## src/four_wheel_drive_command_mixer_defines.svh

```systemverilog
// assertion macros used by the top-level mixer rtl
`ifndef FOUR_WHEEL_DRIVE_COMMAND_MIXER_DEFINES_SVH
`define FOUR_WHEEL_DRIVE_COMMAND_MIXER_DEFINES_SVH

`ifndef ASSERT_OFF
`define FWDCM_ASSERT_IMP(lbl, clk, rst_n, ante, cons) \
    lbl: assert property (@(posedge clk) disable iff (!rst_n) (ante) |-> (cons)) \
        else $error("fwdcm: same-cycle check failed");
`define FWDCM_ASSERT_NXT(lbl, clk, rst_n, ante, cons) \
    lbl: assert property (@(posedge clk) disable iff (!rst_n) (ante) |=> (cons)) \
        else $error("fwdcm: next-cycle check failed");
`else
`define FWDCM_ASSERT_IMP(lbl, clk, rst_n, ante, cons)
`define FWDCM_ASSERT_NXT(lbl, clk, rst_n, ante, cons)
`endif

`endif

```

## src/fwdcm_pkg.sv

```systemverilog
// types, codes and arithmetic helpers for the four wheel drive command mixer
package fwdcm_pkg;

    localparam int SPEED_W = 16;
    localparam int EXT_W   = SPEED_W + 2;
    localparam int CMP_W   = ((SPEED_W > 15) ? SPEED_W : 15) + 2;
    localparam int OUT_W   = 16;
    localparam int KEY_W   = 8;
    localparam int STEP_W  = 10;
    localparam int MAG_W   = 15;
    localparam int ACT_W   = 2;
    localparam int EN_W    = 4;
    localparam int CFG_IDX_W  = 8;
    localparam int CFG_DATA_W = 16;
    localparam int NUM_WHEELS = 4;

    typedef logic signed [SPEED_W-1:0] t_speed;
    typedef logic signed [EXT_W-1:0]   t_ext;
    typedef logic signed [CMP_W-1:0]   t_cmp;
    typedef logic signed [OUT_W-1:0]   t_word;

    // key codes
    localparam logic [KEY_W-1:0] KEY_UP      = 8'd65;
    localparam logic [KEY_W-1:0] KEY_DOWN    = 8'd66;
    localparam logic [KEY_W-1:0] KEY_RIGHT   = 8'd67;
    localparam logic [KEY_W-1:0] KEY_LEFT    = 8'd68;
    localparam logic [KEY_W-1:0] KEY_ENTER   = 8'd10;
    localparam logic [KEY_W-1:0] KEY_BALANCE = 8'h72;
    localparam logic [KEY_W-1:0] KEY_ACW_SLOW = 8'h71;
    localparam logic [KEY_W-1:0] KEY_CW_SLOW  = 8'h65;
    localparam logic [KEY_W-1:0] KEY_ACW_FAST = 8'h61;
    localparam logic [KEY_W-1:0] KEY_CW_FAST  = 8'h64;
    localparam logic [KEY_W-1:0] KEY_QUIT     = 8'h7a;

    // result actions
    localparam logic [ACT_W-1:0] ACT_STOP = 2'd0;
    localparam logic [ACT_W-1:0] ACT_SET  = 2'd1;
    localparam logic [ACT_W-1:0] ACT_SPIN = 2'd2;
    localparam logic [ACT_W-1:0] ACT_QUIT = 2'd3;

    // register indexes
    localparam logic [CFG_IDX_W-1:0] REG_SPEED_STEP = 8'd0;
    localparam logic [CFG_IDX_W-1:0] REG_SPEED_LIM  = 8'd1;
    localparam logic [CFG_IDX_W-1:0] REG_SPIN_SLOW  = 8'd2;
    localparam logic [CFG_IDX_W-1:0] REG_SPIN_FAST  = 8'd3;

    localparam logic [STEP_W-1:0] RST_SPEED_STEP = 10'd25;
    localparam logic [MAG_W-1:0]  RST_SPEED_LIM  = 15'd400;
    localparam logic [MAG_W-1:0]  RST_SPIN_SLOW  = 15'd100;
    localparam logic [MAG_W-1:0]  RST_SPIN_FAST  = 15'd300;

    typedef struct packed {
        logic [STEP_W-1:0] speed_step;
        logic [MAG_W-1:0]  speed_limit;
        logic [MAG_W-1:0]  spin_slow;
        logic [MAG_W-1:0]  spin_fast;
    } t_cfg;

    typedef struct packed {
        logic                       has;
        logic [ACT_W-1:0]           action;
        logic [NUM_WHEELS-1:0][OUT_W-1:0] words;
        logic [EN_W-1:0]            enables;
    } t_result;

    function automatic t_speed sat_speed(input t_ext v);
        t_ext hi;
        t_ext lo;
        hi = t_ext'({1'b0, {(SPEED_W-1){1'b1}}});
        lo = -hi - t_ext'(1);
        if (v > hi) begin
            return t_speed'(hi);
        end else if (v < lo) begin
            return t_speed'(lo);
        end
        return t_speed'(v);
    endfunction

    // halve, rounding toward zero
    function automatic t_ext halve(input t_speed w);
        t_ext e;
        e = t_ext'(w);
        return (e + t_ext'({1'b0, w[SPEED_W-1]})) >>> 1;
    endfunction

    function automatic logic [OUT_W-1:0] word_of(input t_speed s);
        t_cmp e;
        e = t_cmp'(s);
        return e[OUT_W-1:0];
    endfunction

    function automatic logic inside_limit(input t_speed s, input logic [MAG_W-1:0] lim);
        t_cmp e;
        t_cmp l;
        e = t_cmp'(s);
        l = t_cmp'({1'b0, lim});
        return (e > -l) && (e < l);
    endfunction

endpackage

```

## src/four_wheel_drive_command_mixer.sv

```systemverilog
// an accepted key word is held in the input register, then its result in the result register
// throughput: one key word per cycle unless the output stalls, bounded by the speed update loop
// keys that give no result are consumed with nothing shown on the output
// reset (synchronous, active low) zeroes the speeds, clears the halt and loads register defaults
`include "four_wheel_drive_command_mixer_defines.svh"

module four_wheel_drive_command_mixer import fwdcm_pkg::*; (
    input  logic                  i_clk,
    input  logic                  i_rst_n,
    input  logic                  i_in_valid,
    output logic                  o_in_ready,
    input  logic [KEY_W-1:0]      i_key_code,
    output logic                  o_out_valid,
    input  logic                  i_out_ready,
    output logic [ACT_W-1:0]      o_action,
    output logic [OUT_W-1:0]      o_left_front_speed,
    output logic [OUT_W-1:0]      o_left_back_speed,
    output logic [OUT_W-1:0]      o_right_front_speed,
    output logic [OUT_W-1:0]      o_right_back_speed,
    output logic [EN_W-1:0]       o_write_enables,
    input  logic                  i_cfg_valid,
    output logic                  o_cfg_ready,
    input  logic [CFG_IDX_W-1:0]  i_cfg_index,
    input  logic [CFG_DATA_W-1:0] i_cfg_data
);

    logic             r_in_valid;
    logic [KEY_W-1:0] r_key;
    logic             r_out_valid;
    t_result          r_out;
    t_result          res;
    t_cfg             cfg;
    logic             halted;
    logic             fire;
    logic             in_accept;
    logic             stop_shown;
    logic             stop_clean;

    // the key word in the input register is processed once the result register can take it
    assign fire       = r_in_valid && (!r_out_valid || i_out_ready);
    assign o_in_ready = !r_in_valid || fire;
    assign in_accept  = i_in_valid && o_in_ready;

    fwdcm_cfg_regs u_cfg (
        .i_clk       (i_clk),
        .i_rst_n     (i_rst_n),
        .i_cfg_valid (i_cfg_valid),
        .i_cfg_index (i_cfg_index),
        .i_cfg_data  (i_cfg_data),
        .o_cfg_ready (o_cfg_ready),
        .o_cfg       (cfg)
    );

    fwdcm_mixer u_mixer (
        .i_clk    (i_clk),
        .i_rst_n  (i_rst_n),
        .i_fire   (fire),
        .i_key    (r_key),
        .i_cfg    (cfg),
        .o_res    (res),
        .o_halted (halted)
    );

    always_ff @(posedge i_clk) begin
        if (!i_rst_n) begin
            r_in_valid <= 1'b0;
        end else if (in_accept) begin
            r_in_valid <= 1'b1;
        end else if (fire) begin
            r_in_valid <= 1'b0;
        end
    end

    always_ff @(posedge i_clk) begin
        if (in_accept) begin
            r_key <= i_key_code;
        end
    end

    always_ff @(posedge i_clk) begin
        if (!i_rst_n) begin
            r_out_valid <= 1'b0;
        end else if (fire && res.has) begin
            r_out_valid <= 1'b1;
        end else if (i_out_ready) begin
            r_out_valid <= 1'b0;
        end
    end

    always_ff @(posedge i_clk) begin
        if (fire && res.has) begin
            r_out <= res;
        end
    end

    assign o_out_valid         = r_out_valid;
    assign o_action            = r_out.action;
    assign o_left_front_speed  = r_out.words[0];
    assign o_left_back_speed   = r_out.words[1];
    assign o_right_front_speed = r_out.words[2];
    assign o_right_back_speed  = r_out.words[3];
    assign o_write_enables     = r_out.enables;

    assign stop_shown = o_out_valid && (o_action == ACT_STOP || o_action == ACT_QUIT);
    assign stop_clean = (o_write_enables == '0) && (r_out.words == '0);

    `FWDCM_ASSERT_NXT(a_halt_sticky, i_clk, i_rst_n, halted, halted)
    `FWDCM_ASSERT_IMP(a_halt_silent, i_clk, i_rst_n, halted && fire, !res.has)
    `FWDCM_ASSERT_IMP(a_stop_zero, i_clk, i_rst_n, stop_shown, stop_clean)
    `FWDCM_ASSERT_IMP(a_spin_all_en, i_clk, i_rst_n, o_out_valid && o_action == ACT_SPIN, o_write_enables == '1)
    `FWDCM_ASSERT_NXT(a_key_held, i_clk, i_rst_n, r_in_valid && !fire, r_in_valid && $stable(r_key))

endmodule

```

## src/fwdcm_cfg_regs.sv

```systemverilog
// configuration register file
module fwdcm_cfg_regs import fwdcm_pkg::*; (
    input  logic                  i_clk,
    input  logic                  i_rst_n,
    input  logic                  i_cfg_valid,
    input  logic [CFG_IDX_W-1:0]  i_cfg_index,
    input  logic [CFG_DATA_W-1:0] i_cfg_data,
    output logic                  o_cfg_ready,
    output t_cfg                  o_cfg
);

    t_cfg r_cfg;

    assign o_cfg_ready = 1'b1;
    assign o_cfg       = r_cfg;

    always_ff @(posedge i_clk) begin
        if (!i_rst_n) begin
            r_cfg.speed_step  <= RST_SPEED_STEP;
            r_cfg.speed_limit <= RST_SPEED_LIM;
            r_cfg.spin_slow   <= RST_SPIN_SLOW;
            r_cfg.spin_fast   <= RST_SPIN_FAST;
        end else if (i_cfg_valid) begin
            unique case (i_cfg_index)
                REG_SPEED_STEP: r_cfg.speed_step  <= i_cfg_data[STEP_W-1:0];
                REG_SPEED_LIM:  r_cfg.speed_limit <= i_cfg_data[MAG_W-1:0];
                REG_SPIN_SLOW:  r_cfg.spin_slow   <= i_cfg_data[MAG_W-1:0];
                REG_SPIN_FAST:  r_cfg.spin_fast   <= i_cfg_data[MAG_W-1:0];
                default: ;
            endcase
        end
    end

endmodule

```

## src/fwdcm_mixer.sv

```systemverilog
// wheel speed state, key decode and result formation
module fwdcm_mixer import fwdcm_pkg::*; (
    input  logic             i_clk,
    input  logic             i_rst_n,
    input  logic             i_fire,
    input  logic [KEY_W-1:0] i_key,
    input  t_cfg             i_cfg,
    output t_result          o_res,
    output logic             o_halted
);

    t_speed r_speed [NUM_WHEELS];
    t_speed n_speed [NUM_WHEELS];
    logic   r_halted;
    logic   n_halted;

    logic   set_result;
    logic   spin_result;
    logic   spin_cw;
    logic [MAG_W-1:0] spin_mag;
    t_word  spin_left;
    t_ext   step_ext;

    assign step_ext = t_ext'({1'b0, i_cfg.speed_step});

    always_comb begin
        for (int i = 0; i < NUM_WHEELS; i++) begin
            n_speed[i] = r_speed[i];
        end
        n_halted    = r_halted;
        set_result  = 1'b0;
        spin_result = 1'b0;
        spin_cw     = 1'b0;
        spin_mag    = i_cfg.spin_slow;
        o_res       = '0;

        if (!r_halted) begin
            unique case (i_key)
                KEY_UP: begin
                    for (int i = 0; i < NUM_WHEELS; i++) begin
                        n_speed[i] = sat_speed(t_ext'(r_speed[i]) + step_ext);
                    end
                    set_result = 1'b1;
                end
                KEY_DOWN: begin
                    for (int i = 0; i < NUM_WHEELS; i++) begin
                        n_speed[i] = sat_speed(t_ext'(r_speed[i]) - step_ext);
                    end
                    set_result = 1'b1;
                end
                KEY_LEFT: begin
                    // inner left wheels reverse at half the outer right speed
                    n_speed[0] = sat_speed(-halve(r_speed[2]));
                    n_speed[1] = sat_speed(-halve(r_speed[3]));
                    n_speed[2] = sat_speed(t_ext'(r_speed[2]) + halve(r_speed[2]));
                    n_speed[3] = sat_speed(t_ext'(r_speed[3]) + halve(r_speed[3]));
                    set_result = 1'b1;
                end
                KEY_RIGHT: begin
                    n_speed[2] = sat_speed(-halve(r_speed[0]));
                    n_speed[3] = sat_speed(-halve(r_speed[1]));
                    n_speed[0] = sat_speed(t_ext'(r_speed[0]) + halve(r_speed[0]));
                    n_speed[1] = sat_speed(t_ext'(r_speed[1]) + halve(r_speed[1]));
                    set_result = 1'b1;
                end
                KEY_BALANCE: begin
                    for (int i = 0; i < NUM_WHEELS; i++) begin
                        n_speed[i] = sat_speed(t_ext'(r_speed[0]) + t_ext'(r_speed[2]));
                    end
                    set_result = 1'b1;
                end
                KEY_ENTER: begin
                    for (int i = 0; i < NUM_WHEELS; i++) begin
                        n_speed[i] = '0;
                    end
                    o_res.has    = 1'b1;
                    o_res.action = ACT_STOP;
                end
                KEY_ACW_SLOW: begin
                    spin_result = 1'b1;
                end
                KEY_CW_SLOW: begin
                    spin_result = 1'b1;
                    spin_cw     = 1'b1;
                end
                KEY_ACW_FAST: begin
                    spin_result = 1'b1;
                    spin_mag    = i_cfg.spin_fast;
                end
                KEY_CW_FAST: begin
                    spin_result = 1'b1;
                    spin_cw     = 1'b1;
                    spin_mag    = i_cfg.spin_fast;
                end
                KEY_QUIT: begin
                    n_halted     = 1'b1;
                    o_res.has    = 1'b1;
                    o_res.action = ACT_QUIT;
                end
                default: ;
            endcase
        end

        spin_left = spin_cw ? -t_word'({1'b0, spin_mag}) : t_word'({1'b0, spin_mag});

        if (set_result) begin
            o_res.has    = 1'b1;
            o_res.action = ACT_SET;
            for (int i = 0; i < NUM_WHEELS; i++) begin
                o_res.words[i]   = word_of(n_speed[i]);
                o_res.enables[i] = inside_limit(n_speed[i], i_cfg.speed_limit);
            end
        end

        if (spin_result) begin
            o_res.has      = 1'b1;
            o_res.action   = ACT_SPIN;
            o_res.words[0] = spin_left;
            o_res.words[1] = spin_left;
            o_res.words[2] = -spin_left;
            o_res.words[3] = -spin_left;
            o_res.enables  = '1;
        end
    end

    assign o_halted = r_halted;

    always_ff @(posedge i_clk) begin
        if (!i_rst_n) begin
            for (int i = 0; i < NUM_WHEELS; i++) begin
                r_speed[i] <= '0;
            end
            r_halted <= 1'b0;
        end else if (i_fire) begin
            for (int i = 0; i < NUM_WHEELS; i++) begin
                r_speed[i] <= n_speed[i];
            end
            r_halted <= n_halted;
        end
    end

endmodule
```

## config.mk

```make
export PLATFORM = sky130hd
export DESIGN_NAME = four_wheel_drive_command_mixer
export DESIGN_NICKNAME = d
export VERILOG_FILES = /design/src/fwdcm_pkg.sv /design/src/four_wheel_drive_command_mixer.sv /design/src/fwdcm_cfg_regs.sv /design/src/fwdcm_mixer.sv
export VERILOG_INCLUDE_DIRS = /design/src /design/src/src
export SDC_FILE = /design/constraint.sdc
export NUM_CORES = 1
export LEC_CHECK = 0
export ABC_CLOCK_PERIOD_IN_PS = 8300
export BUFFER_PORTS_ARGS = -buffer_cell sky130_fd_sc_hd__buf_2
export CAP_MARGIN = 10
export CORE_ASPECT_RATIO = 1.1
export CORE_MARGIN = 2
export CORE_UTILIZATION = 25
export DETAILED_ROUTE_END_ITERATION = 7
export PLACE_DENSITY = 0.51
export SLEW_MARGIN = 20
export SYNTH_ARGS = -nofsm -noshare
export SYNTH_HDL_FRONTEND = slang
export SYNTH_HIERARCHICAL = 1
export SYNTH_SLANG_ARGS = --single-unit
```

## constraint.sdc

```tcl
create_clock -name i_clk -period 8.3 [get_ports i_clk]
set_clock_uncertainty 0.15 [all_clocks]
set_input_delay 0.415 -clock i_clk [delete_from_list [all_inputs] [get_ports i_clk]]
set_output_delay 0.415 -clock i_clk [all_outputs]
set_load 0.01 [all_outputs]
```

### Word-level counts from Yosys, hierarchy flattened

Memory sizes are Yosys's and may differ from the RTL's.
Index checks and enable logic that the tools add are counted.

* memory bits (writable): 64
* output and inout port bits: 73
* memories kept: 1
* flip-flop bits (word level): 136
* logic and storage cells: 269

* eq/ne operators: 14
* bitwise operators: 4
* mux-type cells: 148
* reductions and logical operators: 22
* add/subtract/negate cells: 24
* order comparisons: 42

Memory list
* u_mixer.r_speed: words 4, width 16, read ports 4, clocked after Yosys merged registers in 0, wr ports 4, line fwdcm_mixer.sv:12 `t_speed r_speed [NUM_WHEELS];`

Operator list (count)
* 16-bit 2-to-1 mux: 56
* 64-bit one-hot mux with 6 select lines: 1
* 18-bit by 16-bit greater-than comparator with 1-bit output, second input constant: 17
* 18-bit by 16-bit < comparator with 1-bit output, second input constant: 17
* 71-bit 2-to-1 mux: 2
* 16-bit by 16-bit adder with 17-bit output: 5
* 1-bit 2-to-1 mux: 84
* 8-bit by 7-bit == test with 1-bit output, second input constant: 10
* 16-bit by 18-bit greater-than comparator with 1-bit output: 4
* 16-bit negator with 18-bit output: 4
* 16-bit by 11-bit adder with 17-bit output: 4
* 16-bit by 2-bit adder with 17-bit output: 4
* 16-bit by 11-bit subtractor with 17-bit output: 4
* 16-bit < comparator: 4
* 64-bit 2-to-1 mux: 1
* 15-bit 2-to-1 mux: 2
* 15-bit negator with 18-bit output: 1
* 8-bit by 2-bit == test with 1-bit output, second input constant: 2
* 15-bit negator with 16-bit output: 1
* 16-bit negator: 1
* 8-bit by 1-bit == test with 1-bit output, second input constant: 1
* 8-bit by 4-bit == test with 1-bit output, second input constant: 1
* 8-bit logical NOT: 1
* 2-bit AND reduction: 4
* 10 further kinds: 23

### Depth between registers and ports, before layout

Gate-level depths: netlist of run 1.
An unclocked memory read counts as a cell.

* depth in word-level cells: 17
* gate-level depth with buffers: 29
* mapped depth without buffers: 27

### Hierarchy

The synthesis of run 1 kept the hierarchy.

By module, submodules not included
* fwdcm_mixer: times used 1, seq. area each 1941.9 um2, area an instance 23415.0 um2, cells an instance 3221
* four_wheel_drive_command_mixer: times used 1, seq. area each 2382.3 um2, area an instance 2454.9 um2, cells an instance 91
* fwdcm_cfg_regs: times used 1, seq. area each 1101.1 um2, area an instance 2204.6 um2, cells an instance 210

### Worst setup path before layout of run 1

Ideal clock, no wire load.

* path type: register to register
* from: mem u_mixer/r_speed[0][15] in the netlist's numbering
* to: reg r_out (netlist bit o_write_enables[0]), data pin
* stages on the path, launching flop included: 26
* slack: 2.207 ns
* required time: 7.876 ns
* data arrival time: 5.669 ns
* cells stage by stage: edfxtp_1 -> clkbuf_1 -> inv_1 -> clkbuf_1 -> nor2_1 -> ha_1 -> nand4_1 -> nor2_1 -> xor2_1 -> ha_1 -> a2111oi_0 -> o21ai_0 -> and4_1 -> o21a_1 -> buf_2 -> xnor2_1 -> o31ai_1 -> nor2_1 -> nor4_1 -> nor2_1 -> ha_1 -> a21o_1 -> a21o_1 -> a2111oi_0 -> o31a_1 -> o41ai_1

RTL lines
* start, declared: line fwdcm_mixer.sv:12
* end signal, assigned: line four_wheel_drive_command_mixer.sv:92 `r_out <= res;`
* end, declared: line four_wheel_drive_command_mixer.sv:30 `t_result r_out;`

==> results.txt, run 1 <==
* Result of the run: finished, final reports clean
- Sum of routed wire length over all layers: 138100 um
- The number of global-route vias before repair was 27.61k.
- Worst Tran Pin Value: 1.209 ns
- In this run the tightest slew margin relative to its limit is 0.1902.
- Asr flop ratio synth: 0
- Synthesis handed over a netlist of 3522 instances.
- Switching power: 1.232 mW
- Fin. Hold Viols: 0
* Kind of path behind the tightest hold check: in -> reg
* Element type at the critical path start: flip-flop
* Library cells used by synthesis: 109
* Setup Viol. Count Final: 0
* Finished layout cell area: 31430 um2
- Buffers placed on the I/O ports in this run total 107.
* Routability Congestion: 1.034
* Cell internal pwr: 1.885 mW
* Maximum ir drop on the vdd rail: 0.1700 mV
- Clock buffers created by TritonCTS: 17
* Synth top area cells: edfxtp_1 (15%), ha_1 (13%), xnor2_1 (5.1%)
- Parity-gate share of the synthesized area counting xor and xnor cells: 0.07986
* Count of flip-flops with a built-in enable after synthesis: 142
- Detailed-route vias per instance: 5.818
- Dividing total power by cell area gives a power density of 99.18 nW/um2.
- Based on the critical path, the design can be clocked at up to 134.0 MHz.
- The share of synthesized area in the top cell type comes to 0.1519.
- TritonCTS built the clock tree.
* Clock slew at the register clock pins of the worst setup and hold paths: 0.08 ns
* Starting DRC count in detailed routing: 3284
- Excluding fillers, the count of instances in the completed layout stands at 5113.
* Post-layout power: 3.117 mW
- Across every metal layer, demand over resource in global routing totals 0.2334.
* Pin count of the biggest net entering global routing: 86
* Synthesized flop and latch total: 200
- Data arrival time of the critical path: 7.62 ns
- Averaged over all synthesized cells, the footprint is 7.971 um2.
- For this configuration, the core starts out at a cell density of 0.2530.
* Worst slack, placed: 1.045 ns
- After clock tree synthesis, the flow added hold-fix buffers numbering 9.
- The worst path meets setup with 0.8352 ns of slack.
- Core Rows: 128
- In this run the worst path has a maximum fanout of 13.
* Max capacitance violation total: 0
* Area of the placeable core: 111000 um2
- Crit path required time: 8.45 ns
- After the last flow step, the layout net total stands at 3950.
- For this run, the number of Yosys warnings is 6.
* Layout cell share with drive strength beyond 1: 0.09607
- Sum of negative setup slack: 0 ns
- Horizontal extent of the die: 323.5 um
* Cells after DPL: 5066
- Compared with the post-synthesis result, the final layout area differs by 11.94%.
* Setup repair after global routing missed its margin: false
- Counting the fill cells in the layout gives 12.07k.
* Main synth FF type: edfxtp_1
* Clock Sinks: 200
- Net Count, Synth: 3873
* Register share of total power: 0.369
- Of the total synthesized cell area, the portion taken by full adders, half adders and majority gates is 0.1434.
- Cell type of the slowest stage on the worst timing path: nor4_1
* Wire length of the first global-routing pass: 196800 um
* Clk buf depth: 2
- For this run, the slowest stage of the critical path takes 0.70 ns.
- Router iterations before antenna repair: 8
- Multiplexer share of the synthesized area: 0.02843
- The number of antenna violations at the first check in global routing is 9.
- edfxtp_1 takes more of the synthesized area than any other cell.
- Top-count cell post-synth: ha_1
* Cell area after synthesis: 28070 um2
- Number of primary I/O pins: 110
- Simple-gate share of the synthesized area: 0.2216
* Routed wire length per instance: 27.02 um
- WS Path Type: reg -> reg
- Fraction of the yosys area taken by sequential cells: 0.1932
* Clock latency on the worst-skew pair: 0.51 ns
- Once the clock tree was built, the resizer swapped 0 gates to a different size.
* Die area: 115000 um2
- Remaining Overflow, GRT: 0
* Critical Path End Type: flip-flop
- The clock period could shrink to 7.465 ns.
- Total number of vias: 29.75k
- Total placed instance area: 30720 um2
- The signal on the critical path passes through nand3_1 > or3_1 > nor4_1 > nor2_1 > inv_1 > ha_1 > nor3_1 > o31ai_1 > o21a_1 > xnor2_1 > o31ai_1 > buf_4 > o2111ai_1 > a21boi_0 > ha_1 > a21o_1 > a21o_1 > a21oi_1 > o21ai_0 > a221o_1 > a211oi_1 > nor3_1 > o41ai_1.
* Core Util, Final: 0.2832
- Postcts setup bufs: 0
- Chip height: 355.5 um
* Detailed-route DRC error count: 0
- Detailed placer's ending HPWL: 109900 um
- After synthesis, the largest family of logic cells by area is compound AO/OA/AOI/OAI gates.
* Fin. max-slew vios: 0
* Static leakage: 13.22 nW
- In this run the remaining antenna-violating nets after routing total 0.
- Dividing the final minimum period by the clock period gives 0.8994.
- Complex-gate fraction of the synthesized area: 0.2849
- Part of the power in the clock network: 0.284
* Clock Root Buffer: clkbuf_16
* Top cells by instance count after synthesis: ha_1 (301), nand2_1 (258), nor2_1 (243)
- Of the total power, the share spent switching nets is 0.3954.
* Final-layout worst hold slack: 0.04713 ns
* Clock H-tree levels: 4
- Of the total power, combinational logic draws 0.347.
## final timing paths
check | slack, ns | from | depth (start not counted) | endpoint
worst min register to register | 0.32 | u_cfg/o_cfg[42]$_SDFFE_PN0P_ | 2 | u_cfg/o_cfg[42]$_SDFFE_PN0P_
worst max register to register | 0.84 | u_mixer/r_speed[0][15]$_SDFFCE_PN0P_ | 23 | o_write_enables[0]$_DFFE_PP_
worst max-delay path | 0.84 | u_mixer/r_speed[0][15]$_SDFFCE_PN0P_ | 23 | o_write_enables[0]$_DFFE_PP_
worst min-delay path | 0.05 | i_cfg_data[0] | 3 | u_cfg/o_cfg[45]$_SDFFE_PN1P_
## worst max-delay path: cells and delay by family (launching register included)
kind | cells | cell delay, ns
compound gates | 12 | 3.23
simple gates | 6 | 2.03
flops | 1 | 0.66
fa+ha+maj | 2 | 0.57
buf+inv | 2 | 0.34
xor+xnor | 1 | 0.27
## metal layers
layer / part of all wire / global-route usage / wire [um] / vias to the layer above
met5: 0.00025 / 0 / 34 / -
met4: 0.063 / 0.1320 / 8715 / 6
met3: 0.085 / 0.04263 / 11700 / 330
met2: 0.44 / 0.3602 / 60120 / 1474
met1: 0.42 / 0.3046 / 57560 / 14420
li1: - / - / - / 13520
## power by group through the flow
stage / logic, mW / registers [mW] / clock network (mW)
5_1_grt: 1.17 / 1.15 / 0.934
4_1_cts: 1.05 / 1.15 / 0.904
3_3_place_gp: 1.04 / 1.17 / 0
3_5_place_dp: 1.04 / 1.17 / 0
2_1_floorplan: 0.733 / 1.14 / 0
6_report: 1.08 / 1.15 / 0.884
## layout make-up
class / count / area (um2) / area share
diodes: 6 / 15.01 / 0.0004778
inverters: 153 / 574.3 / 0.01827
well taps: 1495 / 1871 / 0.05952
clock buffers: 18 / 429.2 / 0.01366
flip-flops and latches: 200 / 5425 / 0.1726
repair buffers: 239 / 1549 / 0.04929
clock inverters: 14 / 171.4 / 0.005454
multi-input cells: 2988 / 21390 / 0.6807
## cells by family (layout without fill, tap and decap cells)
logic type | Yosys count | in the layout
compound gates | 1154 | 1154
xor+xnor | 256 | 256
fa+ha+maj | 314 | 314
buf+inv | 334 | 424
flops | 200 | 200
mux | 79 | 79
other cells | 1 | 7
simple gates | 1184 | 1184
## flip-flops by register name, summed over array words and instances (netlist names)
signal / cells
u_mixer/r_speed: 64
u_cfg/o_cfg: 55
o_left_back_speed: 16
o_left_front_speed: 16
o_right_back_speed: 16
o_right_front_speed: 16
r_key: 8
o_write_enables: 4
o_action: 2
o_out_valid: 1
r_in_valid: 1
u_mixer/o_halted: 1
## placed cells by master (no fill, tap or decap), types with 34 or more instances in the layout
master and instances:
nand2_1 257, a21o_1 88, edfxtp_1 142, o211a_1 54, o211ai_1 39, a21oi_1 233, xor2_1 93, buf_4 123
and2_1 34, nand2b_1 47, nor3_1 110, and3_1 37, nor2b_1 63, buf_2 107, a2111oi_0 34, nand3_1 108
o21a_1 93, nand4_1 76, o21ai_0 211, a211oi_1 46, ha_1 301, inv_1 148, nor4_1 55, xnor2_1 163
mux2i_1 76, nor2_1 240, dfxtp_1 58
(Power assumes the default switching activity.)
==> run 2: changes to the inputs <==
--- a/config.mk
+++ b/config.mk
@@ -6,7 +6,7 @@
 export SDC_FILE = /design/constraint.sdc
 export NUM_CORES = 1
 export LEC_CHECK = 0
-export ABC_CLOCK_PERIOD_IN_PS = 8300
+export ABC_CLOCK_PERIOD_IN_PS = 7500
 export BUFFER_PORTS_ARGS = -buffer_cell sky130_fd_sc_hd__buf_2
 export CAP_MARGIN = 10
 export CORE_ASPECT_RATIO = 1.1
==> constraint.sdc (replaced) <==
create_clock -name i_clk -period 7.5 [get_ports i_clk]
set_clock_uncertainty 0.15 [all_clocks]
set_input_delay 0.375 -clock i_clk [delete_from_list [all_inputs] [get_ports i_clk]]
set_output_delay 0.375 -clock i_clk [all_outputs]
set_load 0.01 [all_outputs]
==> run 2 against run 1 <==
  * Worst setup slack worse by 0.50 ns
  * Via count up 0.97%
  * Total power up 14%
  * Largest cell class unchanged
==> results.txt, run 2 (synthesis results as in run 1) <==
- Result of the run: finished, final reports clean
- More flip-flops sit in one register than any other, and that register is u_mixer/r_speed.
- Critical Path End Type: flip-flop
* Switching share of total power: 0.3977
- Maximum ir drop on the vdd rail: 0.2127 mV
- During I/O placement, the number of pins put on the boundary was 110.
- For this design the static power due to leakage is 13.71 nW.
- For the pin with the worst max-slew slack, the measured transition is 1.160 ns.
- Setup repair after global routing missed its margin: false
- Max Fclk: 139.5 MHz
- Maximum fanout encountered on the critical timing path: 8
- The number of antenna violations at the first check in global routing is 11.
- Cell internal pwr: 2.137 mW
- Wires add up to 141400 um.
- The worst setup path is launched from a flip-flop.
- Wire length of the first global-routing pass: 199700 um
- Counting the fill cells in the layout gives 11.94k.
- During placement, the flow inserted port buffers numbering 107.
- Of the total power, registers draw 0.352.
* Commonest non-fill, non-tap cell in the layout: ha_1
- Part of the power in the clock network: 0.291
* Number of flip-flops under the largest register name: 64
- The number of global-route vias before repair came to 28.03k.
- The worst pin sits at a relative slew slack of 0.2231.
- Chip height: 355.5 um
- After global routing the overflow that remains totals 0.
- For the worst flop-to-flop path, the logic depth is 22.
- Effective utilization at floorplan: 0.2530
- At the worst endpoint, the required time is 7.74 ns.
* Layout cell share with drive strength beyond 1: 0.1193
- At the end of the flow, the number of nets in the layout was 4050.
- The first detailed-routing pass took 6 iterations.
- Once detail routing completed, the nets flagged for antenna violations numbered 0.
- Switching power: 1.411 mW
* Kind of path behind the tightest hold check: in -> reg
* Power per standard cell area: 110.1 nW/um2
* Total number of vias: 30.04k
* Finished layout cell area: 32240 um2
- The placed instances occupy a cell area of 31390 um2.
* Detailed placer's ending HPWL: 113000 um
* Clock latency on the worst-skew pair: 0.52 ns
* Core Util, Final: 0.2905
* Commonest cells after routing, fill and taps aside: ha_1 (301), nand2_1 (257), nor2_1 (240), a21oi_1 (233), buf_4 (217)
- Data arrival time of the critical path: 7.41 ns
- Adding up every negative setup slack in the final design gives 0 ns.
- Clock H-tree levels: 4
- Across the run, the number of max-cap violations was 0.
- After detailed routing, the number of vias per cell comes to 5.759.
* Hold-critical path depth: 3
- Of the total power, combinational logic draws 0.357.
* WS Path Type: reg -> reg
- Clock-pin slew was measured on the worst setup and hold paths at 0.09 ns.
* Area growth from synthesis to layout: 14.83%
- Highest cell delay on the worst timing path: 0.87 ns
- Traced cell by cell, the critical path runs through buf_4 > ha_1 > nor2b_1 > o211ai_1 > a21oi_1 > o21a_1 > o31ai_1 > a211oi_1 > nor2_1 > and4_1 > a21oi_1 > ha_1 > nor2b_1 > o21a_1 > o21ai_0 > a21oi_1 > a211oi_1 > o21ai_0 > a211oi_1 > nor2_1 > o41ai_1 > buf_4.
* CTS tree: built
- Setup violations remaining at the end of the flow were counted as 0.
- The worst path in the final design needs a cycle of 7.167 ns, including I/O delays and setup.
- Fin. max-slew vios: 0
- Clk buf depth: 2
- The cell sitting at the root of the clock tree is a clkbuf_16.
- GRT Overall Usage: 0.2376
- Cell type of the slowest stage on the worst timing path: o31ai_1
- The final number of hold-violating endpoints was 0.
- Routability-driven placement finished with a final weighted congestion of 1.039.
- Dividing the final minimum period by the clock period gives 0.9555.
- Starting DRC count in detailed routing: 3202
* Die area: 115000 um2
* Pin count of the biggest net entering global routing: 86
- Clock buffers created by TritonCTS: 17
- In this run the horizontal extent of the chip is 323.5 um.
- Routed wire length per instance: 27.11 um
- The region available for standard cell placement spans 111000 um2.
- The floorplan has 128 rows.
* Clock Sinks: 200
- Detailed-route DRC error count: 0
run 2: cell types whose count changed in the layout (fill, tap and decap cells not counted), sizes merged:
cell         before  now
diode             6    9
dlygate4sd3       9   15
buf             230  324
clkinv            8    9
clkinvlp          1    0
run 2: final cells by class:
class | instances | area [um2] | share of cell area
sequential | 200 | 5425 | 0.1683
clock inverter | 14 | 181.4 | 0.005628
inverter | 153 | 574.3 | 0.01781
clock buffer | 18 | 450.4 | 0.01397
antenna | 9 | 22.52 | 0.0006986
tap | 1495 | 1871 | 0.05802
multi-input combinational | 2988 | 21400 | 0.6638
timing repair buffer | 339 | 2315 | 0.07180
run 2: metal layers:
metal / wire length (um) / track usage / part of all wire / vias up
li1: - / - / - / 13710
met1: 58750 / 0.3068 / 0.42 / 14520
met2: 61280 / 0.3654 / 0.43 / 1489
met3: 11300 / 0.04098 / 0.080 / 321
met4: 10030 / 0.1505 / 0.071 / 4
met5: 26 / 0 / 0.00018 / -
run 2: final timing paths:
| kind | startpoint | endpoint | slack (ns) |
|---|---|---|---|
| max | u_mixer/r_speed[0][34]$_SDFFCE_PN0P_ | o_write_enables[2]$_DFFE_PP_ | 0.33 |
| min reg2reg | u_cfg/o_cfg[42]$_SDFFE_PN0P_ | u_cfg/o_cfg[42]$_SDFFE_PN0P_ | 0.32 |
| max reg2reg | u_mixer/r_speed[0][34]$_SDFFCE_PN0P_ | o_write_enables[2]$_DFFE_PP_ | 0.33 |
| min | i_cfg_data[7] | u_cfg/o_cfg[37]$_SDFFE_PN1P_ | 0.03 |
run 2: power groups by stage:
stage	logic, mW	registers, mW	clock network, mW
global placement	1.21	1.27	0
CTS	1.23	1.25	1.06
detailed placement	1.21	1.27	0
global route	1.36	1.25	1.08
finish	1.27	1.25	1.03
floorplan	0.811	1.26	0
run 2: timing repair:
item                                    CTS  global route
endpoints found under the hold margin    18             0
resized for setup                         0             7
endpoints found under the setup margin    0             2
buffers inserted                          0             4
hold buffers                             15             0
run 2: metrics by stage:
| stage | power, mW | instances | hold WS (ns) | worst slack, ns |
|---|---|---|---|---|
| global route | 3.689 | 5208 | 0.03883 | 0.01764 |
| CTS | 3.532 | 5203 | 0.009208 | 0.4075 |
| finish | 3.548 | 5216 | 0.02823 | 0.3335 |
| global placement | 2.487 | 5156 | 0.2992 | 0.5325 |
| floorplan | 2.072 | 3522 | 0.2847 | 1.407 |
| detailed placement | 2.483 | 5156 | 0.3074 | 0.5166 |
run 2: critical path: cells and delay by family (launching register included):
family                   cells  cell delay [ns]
AO/OA/AOI/OAI               13             3.48
AND/OR/NAND/NOR              5             1.73
adder cells (fa/ha/maj)      2             0.63
flip-flops                   1             0.60
buffers and inverters        2             0.45
